## src/bdcc_pkg.sv

```systemverilog
// bdcc_pkg: shared types and constants for the button debounce click counter
// no dependencies; imported by the top level and its checker

package bdcc_pkg;

    localparam int unsigned TimeW     = 32;
    localparam int unsigned MsW       = 16;
    localparam int unsigned CountW    = 7;
    localparam int unsigned ClicksW   = 8;
    localparam int unsigned CfgIdxW   = 8;
    localparam int unsigned CfgDataW  = 16;
    localparam int unsigned STdataW   = 40;
    localparam int unsigned MTdataW   = 16;

    localparam logic [CountW-1:0] CountMax = '1;

    // register indexes of the configuration channel
    localparam logic [CfgIdxW-1:0] RegMultiClick = 8'd0;
    localparam logic [CfgIdxW-1:0] RegDebounceMs = 8'd1;
    localparam logic [CfgIdxW-1:0] RegGapMs      = 8'd2;
    localparam logic [CfgIdxW-1:0] RegLongMs     = 8'd3;

    // reset values of the timing registers
    localparam logic [MsW-1:0] DebounceMsRst = 16'd20;
    localparam logic [MsW-1:0] GapMsRst      = 16'd400;
    localparam logic [MsW-1:0] LongMsRst     = 16'd1000;

    // item kind carried in s_axis tuser
    typedef enum logic {
        CMD_SAMPLE = 1'b0,
        CMD_FETCH  = 1'b1
    } cmd_t;

    typedef struct packed {
        logic           multi_click;
        logic [MsW-1:0] debounce_ms;
        logic [MsW-1:0] gap_ms;
        logic [MsW-1:0] long_ms;
    } cfg_t;

endpackage

```

## src/button_debounce_click_counter_unit.sv

```systemverilog
// button_debounce_click_counter_unit: debounced button with click counting,
// multi-click and long-press publishing; single module
// depends on bdcc_pkg
//
// usage:
//   s_axis carries one item per transaction. tuser is the command (sample or
//   fetch). tdata[0] is the raw active-low pin level, tdata[32:1] the wrapping
//   millisecond time, the rest is zero. Fetch items ignore tdata.
//   m_axis returns exactly one result per input item, in order. tdata[0] is the
//   debounced pressed state, tdata[8:1] the signed fetched click value (zero
//   for samples).
//   cfg_* writes one of four registers (multi_click, debounce_ms, gap_ms,
//   long_ms) by index; unknown indexes are dropped. It is always ready; the
//   user must write it only while no item is in flight; the block does not enforce this.
// timing:
//   an accepted item passes one input register, then one pass of
//   subtract/compare logic into the result register that drives m_axis_tvalid.
//   throughput is one item per cycle while m_axis_tready is high; the
//   elapsed-time subtract and the three 32-bit compares set the critical path.
// reset and stall:
//   aresetn (synchronous, active low) empties both stages and restores the
//   register defaults and the button state. When m_axis_tready is low the
//   result holds, the input stage fills and then s_axis_tready drops.

module button_debounce_click_counter_unit
    import bdcc_pkg::*;
(
    input  logic                 aclk,
    input  logic                 aresetn,

    input  logic                 s_axis_tvalid,
    output logic                 s_axis_tready,
    input  logic [STdataW-1:0]   s_axis_tdata,   // [0] pin_level, [32:1] now_ms, zero pad
    input  logic                 s_axis_tuser,   // [0] command

    output logic                 m_axis_tvalid,
    input  logic                 m_axis_tready,
    output logic [MTdataW-1:0]   m_axis_tdata,   // [0] pressed, [8:1] clicks, zero pad

    input  logic                 cfg_valid,
    output logic                 cfg_ready,
    input  logic [CfgIdxW-1:0]   cfg_index,
    input  logic [CfgDataW-1:0]  cfg_data
);

    // configuration registers
    cfg_t cfg_reg;

    // input stage
    logic               in_valid_reg;
    cmd_t               in_cmd_reg;
    logic               in_pin_reg;
    logic [TimeW-1:0]   in_now_reg;

    // button state
    logic               last_raw_reg,    last_raw_next;
    logic               stable_reg,      stable_next;
    logic [TimeW-1:0]   stamp_reg,       stamp_next;
    logic [CountW-1:0]  count_reg,       count_next;
    logic [ClicksW-1:0] published_reg,   published_next;

    // result stage
    logic               out_valid_reg;
    logic               out_pressed_reg;
    logic [ClicksW-1:0] out_clicks_reg;
    logic [ClicksW-1:0] fetched;

    logic               advance;
    logic               raw;
    logic [TimeW-1:0]   elapsed;
    logic               deb_hit;
    logic               gap_hit;
    logic               long_hit;

    // the input stage moves on when the result stage is free or being drained
    assign advance       = in_valid_reg && (!out_valid_reg || m_axis_tready);
    assign s_axis_tready = !in_valid_reg || advance;
    assign cfg_ready     = 1'b1;

    always_ff @(posedge aclk) begin
        if (!aresetn) begin
            cfg_reg.multi_click <= 1'b0;
            cfg_reg.debounce_ms <= DebounceMsRst;
            cfg_reg.gap_ms      <= GapMsRst;
            cfg_reg.long_ms     <= LongMsRst;
        end else if (cfg_valid && cfg_ready) begin
            case (cfg_index)
                RegMultiClick: cfg_reg.multi_click <= cfg_data[0];
                RegDebounceMs: cfg_reg.debounce_ms <= cfg_data[MsW-1:0];
                RegGapMs:      cfg_reg.gap_ms      <= cfg_data[MsW-1:0];
                RegLongMs:     cfg_reg.long_ms     <= cfg_data[MsW-1:0];
                default:       ;  // unknown index, write dropped
            endcase
        end
    end

    // input register
    always_ff @(posedge aclk) begin
        if (!aresetn) begin
            in_valid_reg <= 1'b0;
        end else if (s_axis_tready) begin
            in_valid_reg <= s_axis_tvalid;
        end
    end

    always_ff @(posedge aclk) begin
        if (s_axis_tvalid && s_axis_tready) begin
            in_cmd_reg <= cmd_t'(s_axis_tuser);
            in_pin_reg <= s_axis_tdata[0];
            in_now_reg <= s_axis_tdata[TimeW:1];
        end
    end

    // one pass of the debounce and click rules
    always_comb begin
        last_raw_next  = last_raw_reg;
        stable_next    = stable_reg;
        stamp_next     = stamp_reg;
        count_next     = count_reg;
        published_next = published_reg;
        fetched        = '0;

        // pin is active low, raw 1 means pressed
        raw = ~in_pin_reg;

        if (raw != last_raw_reg) begin
            stamp_next = in_now_reg;
        end
        // modular difference, a backward timestamp gives a large value
        elapsed  = in_now_reg - stamp_next;
        deb_hit  = elapsed > {{(TimeW-MsW){1'b0}}, cfg_reg.debounce_ms};
        gap_hit  = elapsed > {{(TimeW-MsW){1'b0}}, cfg_reg.gap_ms};
        long_hit = elapsed > {{(TimeW-MsW){1'b0}}, cfg_reg.long_ms};

        case (in_cmd_reg)
            CMD_FETCH: begin
                fetched        = published_reg;
                published_next = '0;
                // sample state is left alone
                stamp_next     = stamp_reg;
            end
            CMD_SAMPLE: begin
                last_raw_next = raw;
                if (raw != stable_reg && deb_hit) begin
                    stable_next = raw;
                    if (raw && count_reg != CountMax) begin
                        count_next = count_reg + 1'b1;
                    end
                end

                if (cfg_reg.multi_click) begin
                    if (!stable_next && gap_hit) begin
                        published_next = {1'b0, count_next};
                        count_next     = '0;
                    end else if (stable_next && long_hit) begin
                        // long press publishes the count negated
                        published_next = -{1'b0, count_next};
                        count_next     = '0;
                    end
                end else if (count_next != '0) begin
                    published_next = {1'b0, count_next};
                    count_next     = '0;
                end
            end
            default: ;
        endcase
    end

    always_ff @(posedge aclk) begin
        if (!aresetn) begin
            last_raw_reg  <= 1'b0;
            stable_reg    <= 1'b0;
            stamp_reg     <= '0;
            count_reg     <= '0;
            published_reg <= '0;
        end else if (advance) begin
            last_raw_reg  <= last_raw_next;
            stable_reg    <= stable_next;
            stamp_reg     <= stamp_next;
            count_reg     <= count_next;
            published_reg <= published_next;
        end
    end

    // result register
    always_ff @(posedge aclk) begin
        if (!aresetn) begin
            out_valid_reg <= 1'b0;
        end else if (advance) begin
            out_valid_reg <= 1'b1;
        end else if (m_axis_tready) begin
            out_valid_reg <= 1'b0;
        end
    end

    always_ff @(posedge aclk) begin
        if (advance) begin
            out_pressed_reg <= stable_next;
            out_clicks_reg  <= fetched;
        end
    end

    assign m_axis_tvalid = out_valid_reg;
    assign m_axis_tdata  = {{(MTdataW-ClicksW-1){1'b0}}, out_clicks_reg, out_pressed_reg};

endmodule

```

## config.mk

```make
export PLATFORM = sky130hd
export DESIGN_NAME = button_debounce_click_counter_unit
export DESIGN_NICKNAME = d
export VERILOG_FILES = /design/src/bdcc_pkg.sv /design/src/button_debounce_click_counter_unit.sv
export SDC_FILE = /design/constraint.sdc
export NUM_CORES = 1
export LEC_CHECK = 0
export BUFFER_PORTS_ARGS = -buffer_cell sky130_fd_sc_hd__buf_4
export CORE_ASPECT_RATIO = 0.5
export CORE_MARGIN = 3
export CORE_UTILIZATION = 45
export CTS_CLUSTER_DIAMETER = 40
export DETAILED_ROUTE_END_ITERATION = 6
export REMOVE_ABC_BUFFERS = 1
export SLEW_MARGIN = 5
export SYNTH_ARGS = -nofsm -noshare
export SYNTH_HDL_FRONTEND = slang
export SYNTH_SLANG_ARGS = --single-unit
```

## constraint.sdc

```tcl
create_clock -name aclk -period 6 [get_ports aclk]
set_input_delay 1.2 -clock aclk [delete_from_list [all_inputs] [get_ports aclk]]
set_output_delay 1.2 -clock aclk [all_outputs]
set_load 0.02 [all_outputs]
```

# After elaboration in Yosys (flattened, before gate mapping)
# Cells that the tools add are included.
[word_totals] ff_bits=143 input_bits=70 output_inout_bits=19 wordCells=70
[op_classes] add_sub_neg=3 n_lt_le_gt_ge=3 eq_ne=8 n_mux=18 bitwise=2 n_reduce_logical=20
[ops] op="$gt A32 B16 Y1" count=3
[ops] op="$mux W7" count=7
[ops] op="$mux W32" count=1
[ops] op="$mux W8" count=4
[ops] op="$sub A32 B32 Y32" count=1
[ops] op="$eq A8 B2 Y1 const B" count=2
[ops] op="$pmux W8 S2" count=1
[ops] op="$reduce_and A2 Y1" count=5
[ops] op="$eq A8 B1 Y1 const B" count=1
[ops] op="$logic_not A8 Y1" count=1
[ops] op="$neg A7 Y8" count=1
[ops] op="$add A7 B1 Y7 const B" count=1
[ops] op="$ne A7 B7 Y1 const B" count=1
[ops] op="$reduce_bool A7 Y1" count=1
[ops] op="$logic_and A1 B1 Y1" count=6
[ops] op="$mux W1" count=5
[ops] op="$ne A4 B4 Y1 const B" count=1
[ops] op="$logic_not A1 Y1" count=3
[ops] op="$ne A3 B3 Y1 const B" count=1
[ops] op="$reduce_and A3 Y1" count=1
[ops] op="$logic_or A1 B1 Y1" count=2
[ops] op="$ne A1 B1 Y1" count=2
[ops] op="$not A1 Y1" count=2
[ops] op="$reduce_bool A2 Y1" count=1

# Longest topological paths before layout
# Gate-level depths: netlist of run 1.
[depth] depth_word=13 mapped_depth=30 depth_no_buf=25

# Worst setup path after synthesis of run 1
# Ideal clock, no wire load.
[synth_path] path_type="register to register" from="register in_pin_reg" to="register published_reg[7]" setup_time_ns=0.074 arrival_ns=5.453 required_time_ns=5.926 slack_ns=0.473 stages_incl_launch_ff=28 path_buffers=5 synth_period_minus_slack_ns=5.527 path_cell_list="edfxtp_1 -> buf_4 -> xnor2_2 -> buf_4 -> buf_6 -> clkbuf_1 -> mux2i_1 -> ha_1 -> a21oi_1 -> o31ai_1 -> a21oi_1 -> nand2_1 -> o21ai_2 -> xnor2_1 -> ha_1 -> nand4_1 -> nor2_1 -> a221oi_1 -> o221ai_1 -> o31a_1 -> inv_1 -> nand3_2 -> o221ai_4 -> a311oi_4 -> a31o_1 -> buf_6 -> or4_1 -> a31oi_1"
[synth_via] elab_chain_cells=13 elab_cells_between_ends=27 cone_classes="2 x add/sub; 3 x order compare; 4 x eq/ne; 10 x mux; 1 x bitwise; 7 x reduce/logical"
[synth_lines] item="from (decl)" line_no="button_debounce_click_counter_unit.sv:52" source="logic in_pin_reg;"
[synth_lines] item="from (signal assigned)" line_no="button_debounce_click_counter_unit.sv:109" source="in_pin_reg <= s_axis_tdata[0];"
[synth_lines] item="$not A1 Y1 (*)" line_no="button_debounce_click_counter_unit.sv:124" source="raw = ~in_pin_reg;"
[synth_lines] item="$ne A1 B1 Y1" line_no="button_debounce_click_counter_unit.sv:126" source="if (raw != last_raw_reg) begin"
[synth_lines] item="$mux W32" line_no="button_debounce_click_counter_unit.sv:126"
[synth_lines] item="$sub A32 B32 Y32" line_no="button_debounce_click_counter_unit.sv:130" source="elapsed = in_now_reg - stamp_next;"
[synth_lines] item="$gt A32 B16 Y1" line_no="button_debounce_click_counter_unit.sv:131" source="deb_hit = elapsed > {{(TimeW-MsW){1'b0}}, cfg_reg.debounce_ms};"
[synth_lines] item="$logic_and A1 B1 Y1" line_no="button_debounce_click_counter_unit.sv:144" source="if (raw != stable_reg && deb_hit) begin"
[synth_lines] item="$mux W7 or $mux W1 (tied branches)" line_no="button_debounce_click_counter_unit.sv:144"
[synth_lines] item="$mux W7 or $mux W1 (tied branches)" line_no="button_debounce_click_counter_unit.sv:135" source="case (in_cmd_reg)"
[synth_lines] item="$neg A7 Y8 or $logic_not A1 Y1 (tied branches)" line_no="button_debounce_click_counter_unit.sv:157, button_debounce_click_counter_unit.sv:152"
[synth_lines] item="$mux W8 or $logic_and A1 B1 Y1 (tied branches)" line_no="button_debounce_click_counter_unit.sv:155, button_debounce_click_counter_unit.sv:152"
[synth_lines] item="$mux W8" line_no="button_debounce_click_counter_unit.sv:152" source="if (!stable_next && gap_hit) begin"
[synth_lines] item="$mux W8" line_no="button_debounce_click_counter_unit.sv:151" source="if (cfg_reg.multi_click) begin"
[synth_lines] item="$pmux W8 S2" line_no="button_debounce_click_counter_unit.sv:135"
[synth_lines] item="to (signal assigned)" line_no="button_debounce_click_counter_unit.sv:181" source="published_reg <= published_next;"
[synth_lines] item="to (decl)" line_no="button_debounce_click_counter_unit.sv:60" source="logic [ClicksW-1:0] published_reg, published_next;"
# Every way passes the cells marked *; elsewhere a longest branch is shown, timed or not. The select of a mux whose other input is x is not followed.
# A chain may end at the register's enable or synchronous reset.

# Worst setup path in the final report of run 1
[layout_path] from="register last_raw_reg" to="register published_reg[7]"
[layout_via] elab_chain_cells=12 elab_cells_between_ends=23 cone_classes="2 x add/sub; 3 x order compare; 3 x eq/ne; 9 x mux; 6 x reduce/logical"
[layout_lines] item="from (decl)" line_no="button_debounce_click_counter_unit.sv:56" source="logic last_raw_reg, last_raw_next;"
[layout_lines] item="from (signal assigned)" line_no="button_debounce_click_counter_unit.sv:177" source="last_raw_reg <= last_raw_next;"
[layout_lines] item="$ne A1 B1 Y1 (*)" line_no="button_debounce_click_counter_unit.sv:126"
[layout_lines] item="$mux W32 (*)" line_no="button_debounce_click_counter_unit.sv:126"
[layout_lines] item="$sub A32 B32 Y32 (*)" line_no="button_debounce_click_counter_unit.sv:130"
[layout_lines] item="$gt A32 B16 Y1" line_no="button_debounce_click_counter_unit.sv:131"
[layout_lines] item="$logic_and A1 B1 Y1" line_no="button_debounce_click_counter_unit.sv:144"
[layout_lines] item="$mux W7 or $mux W1 (tied branches)" line_no="button_debounce_click_counter_unit.sv:144"
[layout_lines] item="$mux W7 or $mux W1 (tied branches)" line_no="button_debounce_click_counter_unit.sv:135"
[layout_lines] item="$neg A7 Y8 or $logic_not A1 Y1 (tied branches)" line_no="button_debounce_click_counter_unit.sv:157, button_debounce_click_counter_unit.sv:152"
[layout_lines] item="$mux W8 or $logic_and A1 B1 Y1 (tied branches)" line_no="button_debounce_click_counter_unit.sv:155, button_debounce_click_counter_unit.sv:152"
[layout_lines] item="$mux W8" line_no="button_debounce_click_counter_unit.sv:152"
[layout_lines] item="$mux W8" line_no="button_debounce_click_counter_unit.sv:151"
[layout_lines] item="$pmux W8 S2" line_no="button_debounce_click_counter_unit.sv:135"
# Marks and branches as above.

==> results of run 1 <==
==> worst min path at each step <==
stage,depth (start not counted),endpoint,slack [ns]
2_1_floorplan,2,published_reg[6],0.43
3_3_place_gp,2,cfg_reg[15],0.44
3_5_place_dp,2,cfg_reg[46],0.44
4_1_cts,2,cfg_reg[46],0.45
5_1_grt,2,cfg_reg[44],0.47
6_report,2,cfg_reg[1],0.45
==> cell type report <==
type | instances | area [um2]
Clock buffer | 22 | 497
Tap cell | 273 | 342
Multi-Input combinational cell | 886 | 5790
Sequential cell | 143 | 3290
Inverter | 73 | 274
Clock inverter | 10 | 76.3
Timing Repair Buffer | 111 | 846
Fill cell | 1982 | 9670
==> critical path, cell delays in order (launching register included) <==
cell and delay [ns]:
sky130_fd_sc_hd__dfxtp_1 0.51, sky130_fd_sc_hd__xor2_2 0.23, sky130_fd_sc_hd__buf_4 0.32, sky130_fd_sc_hd__o21ai_0 0.15
sky130_fd_sc_hd__ha_1 0.27, sky130_fd_sc_hd__nor3_1 0.27, sky130_fd_sc_hd__o22ai_2 0.15, sky130_fd_sc_hd__buf_4 0.17
sky130_fd_sc_hd__a21oi_1 0.22, sky130_fd_sc_hd__o22ai_1 0.12, sky130_fd_sc_hd__xnor2_1 0.44, sky130_fd_sc_hd__ha_1 0.34
sky130_fd_sc_hd__nand4_1 0.14, sky130_fd_sc_hd__nor2_1 0.07, sky130_fd_sc_hd__a221oi_1 0.28, sky130_fd_sc_hd__o221ai_1 0.17
sky130_fd_sc_hd__o31a_1 0.15, sky130_fd_sc_hd__inv_1 0.11, sky130_fd_sc_hd__and3_1 0.26, sky130_fd_sc_hd__nor3_1 0.10
sky130_fd_sc_hd__a21o_1 0.17, sky130_fd_sc_hd__a31o_1 0.29, sky130_fd_sc_hd__or4_1 0.52, sky130_fd_sc_hd__a31oi_1 0.16
==> cell families (layout without fill, tap and decap cells) <==
logic type               Yosys count  count (layout)  synth area share [%]
XOR/XNOR                          44              44                  4.08
multiplexers                      25              25                  2.61
buffers and inverters            138             216                  6.16
adder cells (fa/ha/maj)           76              76                  9.72
AND/OR/NAND/NOR                  412             412                  20.1
other                              2               8                0.0780
AO/OA/AOI/OAI                    321             321                  23.0
flip-flops                       143             143                  34.2
==> where the power goes <==
| part | total [mW] | leakage (nW) | switching, mW | internal, mW |
|---|---|---|---|---|
| Combinational | 0.860 | 2.77 | 0.505 | 0.355 |
| Clock | 1.03 | 0.278 | 0.434 | 0.592 |
| Sequential | 1.05 | 1.23 | 0.0218 | 1.02 |
| Total | 2.93 | 4.28 | 0.961 | 1.97 |
==> per-stage QoR <==
stage               TNS (ns)  utilization [%]
floorplan              -2.11                -
global placement           0             50.7
detailed placement         0             50.7
CTS                        0             53.4
global route               0             53.5
finish                     0             53.5
==> Yosys cell counts (24+ instances only) <==
cell type / count
sky130_fd_sc_hd__o21ai_0: 37
sky130_fd_sc_hd__clkbuf_1: 43
sky130_fd_sc_hd__mux2i_1: 24
sky130_fd_sc_hd__inv_1: 72
sky130_fd_sc_hd__xnor2_1: 26
sky130_fd_sc_hd__a211oi_1: 26
sky130_fd_sc_hd__edfxtp_1: 43
sky130_fd_sc_hd__nand2_1: 182
sky130_fd_sc_hd__a21oi_1: 101
sky130_fd_sc_hd__nor2_1: 71
sky130_fd_sc_hd__ha_1: 70
sky130_fd_sc_hd__dfxtp_1: 100
==> timing repair <==
item,in CTS,in global routing
setup buffers,0,1
setup endpoints to repair,0,6
resized for setup,0,1
hold buffers,0,0
==> metal layers <==
layer | vias up | global-route usage, % | share of wire (%)
met1 | 4021 | 32.1 | 51
met5 | - | 0 | 0
met4 | 0 | 5.69 | 1.2
met2 | 188 | 34.0 | 43
li1 | 4289 | - | -
met3 | 29 | 5.36 | 5.0
==> results.json, run 1 <==
{
  "stdcell_area_um2": 11100,
  "pin_count_of_the_biggest_net_entering_global_routing": 55,
  "seq_area_frac_synth_pct": 34.2,
  "final-setup-viol-count": 0,
  "tritoncts": "done",
  "crit_path_end_kind": "register",
  "clock-root-buffer": "sky130_fd_sc_hd__clkbuf_16",
  "r2r.worst_path.cells": 23,
  "worstPathMaxFanout": 27,
  "tritoncts.num_buffers": 17,
  "timing.setup.critical_path_class": "reg -> reg",
  "end_point_of_the_critical_path": "published_reg[7]",
  "placeableCoreArea_um2": 20800,
  "grt_pass1_vias": 8056,
  "vdd_drop_max_mv": 0.202,
  "post-layout-total-power_mw": 2.93,
  "antenna_found_initial": 0,
  "tightestPinTransition_ns": 1.08,
  "hp-class": "reg -> reg",
  "globalRouteTotalUtil_pct": 22.4,
  "grt_pass1_wl_um": 41100,
  "post_drt_wl_per_cell_um": 16.9,
  "synthDistinctLibCells": 88,
  "io_pins": 89,
  "setup_repair_after_global_routing_missed_its_margin": "no",
  "gr-total-overflow": 0,
  "clock_tree_sinks": 143,
  "synth-async-reset-ratio_pct": 0,
  "critPathArrivalTime_ns": 6.08,
  "post_synth_inst_count": 1161,
  "worst_skew_pair.late_latency_ns": 0.45,
  "maxSlewViolCount": 0,
  "synth_top_cell_by_area": "sky130_fd_sc_hd__dfxtp_1",
  "layout.cells.most_common": "sky130_fd_sc_hd__nand2_1",
  "largest_register_ff_count": 49,
  "clock_pin_slew_on_the_worst_setup_and_hold_paths_ns": 0.07,
  "timing.hold.ws_ns": 0.451,
  "detailedPlacementHpwl_um": 19200,
  "min_from": "cfg_reg[1]",
  "floorplan_row_count": 37,
  "first_pass_iters": 6,
  "die_area_um2": 23300,
  "post-synth-top-area-fraction_pct": 20.8,
  "finalHoldViolations": 0,
  "die_height_um": 109,
  "final-instance-count-excl-fill": 1518,
  "routed_wirelength_um": 25600,
  "synth.cell_area_um2": 9630,
  "cts-htree-levels": 4,
  "cts_buffer_depth": 2,
  "timing.final.crit_share_pct": 95.1,
  "yosysWarnings": 0,
  "r2r_start": "last_raw_reg",
  "count_of_input_and_output_buffers": 73,
  "floorplan.initialDensity_pct": 46.3,
  "layout_nets": 1372,
  "antenna_cells_inserted": 0,
  "placed_cell_area_um2": 10500,
  "area_growth_pct": 15.5,
  "ant_nets": 0,
  "slew_headroom_pct": 27.9,
  "dr.first_iter.drc_count": 564,
  "fp.dieW_um": 213,
  "worst-r2r-setup-slack_ns": 0.30,
  "required_ns": 6.37,
  "critical_path.startpoint": "last_raw_reg",
  "vias": 8527,
  "drive_gt1_share_pct": 13.7,
  "final.setup.worst_slack_ns": 0.297,
  "max_cap_violations": 0,
  "vias_per_cell": 5.62,
  "leakage_power_total_nw": 4.28,
  "ys.flop_type": "sky130_fd_sc_hd__dfxtp_1",
  "run_status": "complete, no violations",
  "maxClockFrequency_mhz": 175,
  "numPlacedInstances": 1485,
  "drcViolationCount": 0,
  "power_density_nw_per_um2": 264,
  "pre_cts_slack_ns": 0.402,
  "setup.worst_path.start_class": "register",
  "layout_common_cells": "sky130_fd_sc_hd__nand2_1, sky130_fd_sc_hd__buf_4, sky130_fd_sc_hd__a21oi_1, sky130_fd_sc_hd__dfxtp_1, sky130_fd_sc_hd__inv_1",
  "timing.clock.skew_ns": 0.00825,
  "ys_top_cells_by_area": "sky130_fd_sc_hd__dfxtp_1, sky130_fd_sc_hd__edfxtp_1, sky130_fd_sc_hd__ha_1",
  "end_of_the_worst_register_to_register_path": "published_reg[7]",
  "synth_area_per_cell_um2": 8.29,
  "post-route-min-period_ns": 5.70,
  "gp_congestion": 0.934,
  "number_of_enable_type_register_cells_in_the_synthesized_netlist": 43,
  "yosys_register_bits": 143
}
(Power assumes the default switching activity.)
==> run 2, diff against run 1 <==
--- a/config.mk
+++ b/config.mk
@@ -5,6 +5,7 @@
 export SDC_FILE = /design/constraint.sdc
 export NUM_CORES = 1
 export LEC_CHECK = 0
+export ABC_AREA = 1
 export BUFFER_PORTS_ARGS = -buffer_cell sky130_fd_sc_hd__buf_4
 export CORE_ASPECT_RATIO = 0.5
 export CORE_MARGIN = 3
==> run 2 against run 1 <==
Against the previous run:
- global-route usage shrank 0.31 points
- die area up 0.14%
- utilization decreased by 0.46 points
- power rose by 4.2%
- via count increased by 3.6%
- synthesized cell count rose by 18%
- synthesized area up 0.14%
- sequential cell count unchanged
- count of clock-buffer cells in the layout decreased by 3
- combinational power fell by 2%
- critical path type unchanged
- largest power group is now clock
- highest routed layer unchanged
==> results.json, run 2 <==
{
  "final.setup.worst_slack_ns": 0.678,
  "clock_pin_slew_on_the_worst_setup_and_hold_paths_ns": 0.07,
  "synth_area_per_cell_um2": 7.03,
  "fp.dieW_um": 213,
  "ys.flop_type": "sky130_fd_sc_hd__dfxtp_1",
  "post_drt_wl_per_cell_um": 14.5,
  "synth-async-reset-ratio_pct": 0,
  "routed_wirelength_um": 24800,
  "post_synth_inst_count": 1372,
  "largest_register_ff_count": 49,
  "count_of_input_and_output_buffers": 73,
  "crit_path_max_incr_delay_ns": 0.53,
  "worst_skew_pair.late_latency_ns": 0.45,
  "clock-root-buffer": "sky130_fd_sc_hd__clkbuf_16",
  "synth_commonest_cells": "sky130_fd_sc_hd__nand2_1, sky130_fd_sc_hd__inv_1, sky130_fd_sc_hd__a21oi_1",
  "tritoncts.num_buffers": 17,
  "maxClockFrequency_mhz": 188,
  "run_status": "complete, no violations",
  "final-seq-area_um2": 3290,
  "critPathArrivalTime_ns": 5.71,
  "hp-class": "reg -> reg",
  "cpMostUsedCell": "sky130_fd_sc_hd__nand2_1",
  "area_growth_pct": 14.3,
  "floorplan.initialDensity_pct": 46.4,
  "final.setup.tns_ns": 0,
  "multi_input_gate_area_in_the_final_layout_um2": 5290,
  "max_cap_violations": 0,
  "dr.first_iter.drc_count": 618,
  "gp_congestion": 0.923,
  "synth_top_cell_by_area": "sky130_fd_sc_hd__dfxtp_1",
  "antenna_cells_inserted": 0,
  "slew_headroom_pct": 21.4,
  "seq_area_frac_synth_pct": 34.2,
  "post-route-min-period_ns": 5.32,
  "placeableCoreArea_um2": 20800,
  "final-setup-viol-count": 0,
  "vias_per_cell": 5.15,
  "post-synth-top-area-fraction_pct": 20.8,
  "r2r_start": "in_pin_reg",
  "pre_cts_slack_ns": 0.644,
  "hold_end": "cfg_reg[29]",
  "yosys_register_bits": 143,
  "grt_pass1_wl_um": 40400,
  "cts_buffer_depth": 2,
  "ys_top_cells_by_area": "sky130_fd_sc_hd__dfxtp_1, sky130_fd_sc_hd__edfxtp_1, sky130_fd_sc_hd__nand2_1",
  "r2r.worst_path.cells": 32,
  "post-layout-total-power_mw": 3.06,
  "clock_tree_sinks": 143,
  "first_pass_iters": 5,
  "timing.clock.skew_ns": 0.00828,
  "die_height_um": 109,
  "vdd_drop_max_mv": 0.183,
  "drcViolationCount": 0,
  "antenna_found_initial": 0,
  "cts_post_setup_buffers_inserted": 0,
  "io_pins": 89,
  "detailedPlacementHpwl_um": 19100,
  "tightestPinTransition_ns": 1.18,
  "setup.worst_path.start_class": "register",
  "num-fill-cells": 2032,
  "worstPathMaxFanout": 33,
  "end_of_the_worst_register_to_register_path": "published_reg[2]",
  "crit_path_end_kind": "register",
  "drive_gt1_share_pct": 12.0,
  "synthDistinctLibCells": 46,
  "grt_pass1_vias": 8030,
  "critical_path.slowest_cell": "sky130_fd_sc_hd__edfxtp_1",
  "globalRouteTotalUtil_pct": 22.1,
  "required_ns": 6.39,
  "synth.cell_area_um2": 9640,
  "numPlacedInstances": 1682,
  "worst-r2r-setup-slack_ns": 0.68,
  "layout_common_cells": "sky130_fd_sc_hd__nand2_1, sky130_fd_sc_hd__inv_1, sky130_fd_sc_hd__a21oi_1",
  "ant_nets": 0,
  "yosysMostFrequentCell": "sky130_fd_sc_hd__nand2_1",
  "layout_nets": 1568,
  "final-instance-count-excl-fill": 1714,
  "tritoncts": "done",
  "timing.setup.critical_path_class": "reg -> reg",
  "number_of_enable_type_register_cells_in_the_synthesized_netlist": 43,
  "power_density_nw_per_um2": 277,
  "floorplan_row_count": 37,
  "hold_buffers": 0,
  "cts-htree-levels": 4,
  "gr-total-overflow": 0,
  "die_area_um2": 23300,
  "maxSlewViolCount": 0,
  "min_from": "cfg_reg[29]",
  "hold_depth": 2,
  "finalHoldViolations": 0,
  "post_cts.resized_instances": 0,
  "yosysWarnings": 0,
  "layout.cells.most_common": "sky130_fd_sc_hd__nand2_1",
  "setup_repair_after_global_routing_missed_its_margin": "no",
  "vias": 8832,
  "leakage_power_total_nw": 5.29,
  "timing.final.crit_share_pct": 88.7,
  "pin_count_of_the_biggest_net_entering_global_routing": 90
}
[run 2: cell types whose count changed in the layout (fill, tap and decap cells not counted), sizes merged, moves of 32 or more]
cell,delta
buf,-32
inv,+152
nand2,+131
nand3,+67
nor2,+42
o21ai,+68
[run 2: cell families after synthesis]
family,Yosys count,synth area share [%]
and+or+nand+nor,565,25.9
buffers and inverters,277,11.5
adders and majority gates,70,9.09
xor gates and xnor gates,18,1.64
other,2,0.0779
DFF,143,34.2
AOI/OAI and AO/OA,277,15.5
muxes,20,2.08
[run 2: layer usage]
layer / part of all wire, % / GRT usage (%)
met5: 0 / 0
met4: 1.2 / 5.78
met3: 4.3 / 4.28
met2: 41 / 32.4
met1: 54 / 33.1
[run 2: how the worst max path moves through the flow]
stage,start,to,slack [ns],cells past startpoint
finish,in_pin_reg,published_reg[2],0.68,32
global route,in_pin_reg,published_reg[4],0.06,34
CTS,in_pin_reg,published_reg[4],0.61,32
detailed placement,in_pin_reg,published_reg[4],0.64,32
global placement,in_pin_reg,published_reg[2],0.70,32
floorplan,in_pin_reg,count_reg[0],1.33,32
[run 2: power by group]
group | switching, mW | total, mW | internal (mW)
Combinational | 0.545 | 0.847 | 0.302
Sequential | 0.0241 | 1.06 | 1.03
Clock | 0.454 | 1.15 | 0.698
Total | 1.02 | 3.06 | 2.03
[run 2: final cells by class]
type                       instances  area share [%]
clock buffer                      19            4.21
clock inverter                    13            1.59
inverter                         229            7.82
multi-input combinational        958            48.0
timing repair buffer              79            5.38
tap                              273            3.10
sequential                       143            29.9
[run 2: stage by stage]
stage | hold slack (ns) | area (um2) | utilization [%]
floorplan | 0.435 | 9420 | -
CTS | 0.471 | 11000 | 52.9
global placement | 0.454 | 10400 | 49.9
detailed placement | 0.460 | 10400 | 49.9
global route | 0.485 | 11000 | 53.0
finish | 0.466 | 11000 | 53.0
[run 2: worst max-delay path: cells and delay by family (launching register included)]
kind            cells  cell delay [ns]
simple gates       20             2.26
fa+ha+maj           2             0.68
compound gates      2             0.62
buf+inv             6             0.59
flops               1             0.53
mux                 1             0.30
xor+xnor            1             0.23
==> run 3, diff against run 2 <==
--- a/config.mk
+++ b/config.mk
@@ -12,7 +12,6 @@
 export CORE_UTILIZATION = 45
 export CTS_CLUSTER_DIAMETER = 40
 export DETAILED_ROUTE_END_ITERATION = 6
-export REMOVE_ABC_BUFFERS = 1
 export SLEW_MARGIN = 5
 export SYNTH_ARGS = -nofsm -noshare
 export SYNTH_HDL_FRONTEND = slang
==> run 3 against run 2 <==
Against the previous run:
- setup slack improved by 0.12 ns
- sequential share of layout area increased by 0.068 points
- sequential cell count did not move
- power is 0.92% lower
- global-route usage is 0.60 points higher
- first-iteration DRC count is 7.1% lower
- non-clock buffer count decreased by 1
- clock skew decreased by 0.0020 ns
- register-to-register slack improved by 0.12 ns
- critical path type unchanged
- routed wire length increased by 2.2%
- highest routed layer unchanged
- die area did not move
==> results.json, run 3 (synthesized netlist as in run 2, its figures left out) <==
{
  "ant_nets": 0,
  "vdd_drop_max_mv": 0.187,
  "power_density_nw_per_um2": 275,
  "tritoncts.num_buffers": 17,
  "largest_register_ff_count": 49,
  "slew_headroom_pct": 19.2,
  "hold_depth": 2,
  "tritoncts": "done",
  "floorplan_row_count": 37,
  "final.setup.worst_slack_ns": 0.796,
  "layout.cells.most_common": "sky130_fd_sc_hd__nand2_1",
  "critPathArrivalTime_ns": 5.58,
  "critical_path_buf_inv_count": 5,
  "max_cap_violations": 0,
  "clock-root-buffer": "sky130_fd_sc_hd__clkbuf_16",
  "pre_cts_slack_ns": 0.808,
  "crit_path_end_kind": "register",
  "die_height_um": 109,
  "timing.clock.skew_ns": 0.00632,
  "globalRouteTotalUtil_pct": 22.7,
  "worstPathMaxFanout": 31,
  "hold_buffers": 0,
  "critical_path_depth": 32,
  "area_growth_pct": 14.1,
  "timing.final.crit_share_pct": 86.7,
  "worst_skew_pair.late_latency_ns": 0.44,
  "vias": 8816,
  "run_status": "complete, no violations",
  "io_pins": 89,
  "grt_pass1_vias": 8144,
  "worst_path_top_cell_family_by_delay": "simple AND/OR/NAND/NOR gates",
  "critical_path.slowest_cell": "sky130_fd_sc_hd__edfxtp_1",
  "tightestPinTransition_ns": 1.21,
  "cpMostUsedCell": "sky130_fd_sc_hd__nand2_1",
  "drcViolationCount": 0,
  "num-fill-cells": 2048,
  "r2r.worst_path.cells": 32,
  "leakage_power_total_nw": 5.28,
  "placeableCoreArea_um2": 20800,
  "crit_path_max_incr_delay_ns": 0.54,
  "fp.dieW_um": 213,
  "final-seq-area_um2": 3290,
  "finalHoldViolations": 0,
  "die_area_um2": 23300,
  "final-setup-viol-count": 0,
  "cts_post_setup_buffers_inserted": 0,
  "clock_tree_sinks": 143,
  "multi_input_gate_area_in_the_final_layout_um2": 5280,
  "timing.setup.critical_path_class": "reg -> reg",
  "detailedPlacementHpwl_um": 19600,
  "dr.first_iter.drc_count": 574,
  "clock_pin_slew_on_the_worst_setup_and_hold_paths_ns": 0.06,
  "gp_congestion": 0.899,
  "first_pass_iters": 5,
  "routed_wirelength_um": 25400,
  "hp-class": "reg -> reg",
  "timing.hold.ws_ns": 0.467,
  "maxClockFrequency_mhz": 192,
  "post_cts.resized_instances": 0,
  "layout_nets": 1567,
  "post_drt_wl_per_cell_um": 14.8,
  "antenna_found_initial": 0,
  "vias_per_cell": 5.15,
  "drive_gt1_share_pct": 11.7,
  "cts_buffer_depth": 2,
  "count_of_input_and_output_buffers": 73,
  "post-route-min-period_ns": 5.20,
  "pin_count_of_the_biggest_net_entering_global_routing": 90,
  "antenna_cells_inserted": 0,
  "cts-htree-levels": 4,
  "final.setup.tns_ns": 0,
  "gr-total-overflow": 0,
  "grt_pass1_wl_um": 41400,
  "layout_common_cells": "sky130_fd_sc_hd__nand2_1, sky130_fd_sc_hd__inv_1, sky130_fd_sc_hd__a21oi_1",
  "required_ns": 6.38,
  "fin_util_pct": 52.9,
  "setup.worst_path.start_class": "register",
  "maxSlewViolCount": 0,
  "floorplan.initialDensity_pct": 46.4,
  "setup_repair_after_global_routing_missed_its_margin": "no"
}
[run 3: final timing paths]
check          startpoint                to  slack [ns]
min reg2reg  count_reg[6]      count_reg[6]        0.47
max reg2reg    in_pin_reg  published_reg[4]        0.80
min          count_reg[6]      count_reg[6]        0.47
max            in_pin_reg  published_reg[4]        0.80
[run 3: power breakdown]
group,leakage (nW),internal (mW),switching [mW]
clock network,0.311,0.702,0.436
logic,3.74,0.298,0.535
registers,1.23,1.03,0.0234
[run 3: layout make-up]
type                    instances  area share (%)
clock buffers                  23            4.75
clock inverters                 9            1.05
inverters                     229            7.84
multi-input cells             958            48.0
flip-flops and latches        143            30.0
well taps                     273            3.11
repair buffers                 78            5.33
[run 3: worst reg2reg max path: cells and delay by family (launching register included)]
kind            cells  cell delay (ns)
xor+xnor            1             0.41
compound gates      4             0.61
simple gates       19             2.14
flops               1             0.54
buf+inv             5             0.47
fa+ha+maj           2             0.66
mux                 1             0.31
[run 3: stage by stage]
stage	power [mW]	area, um2	instances
floorplan	1.67	9660	1378
global placement	1.89	10400	1681
detailed placement	1.91	10400	1681
CTS	3.06	11000	1713
global route	3.22	11000	1713
finish	3.03	11000	1713
[run 3: per-layer routing]
metal	track usage (%)	vias to the layer above	part of all wire (%)
met4	6.59	0	1.6
met5	0	-	0
met1	31.5	3988	50
met2	36.3	180	44
li1	-	4618	-
met3	4.22	30	4.5
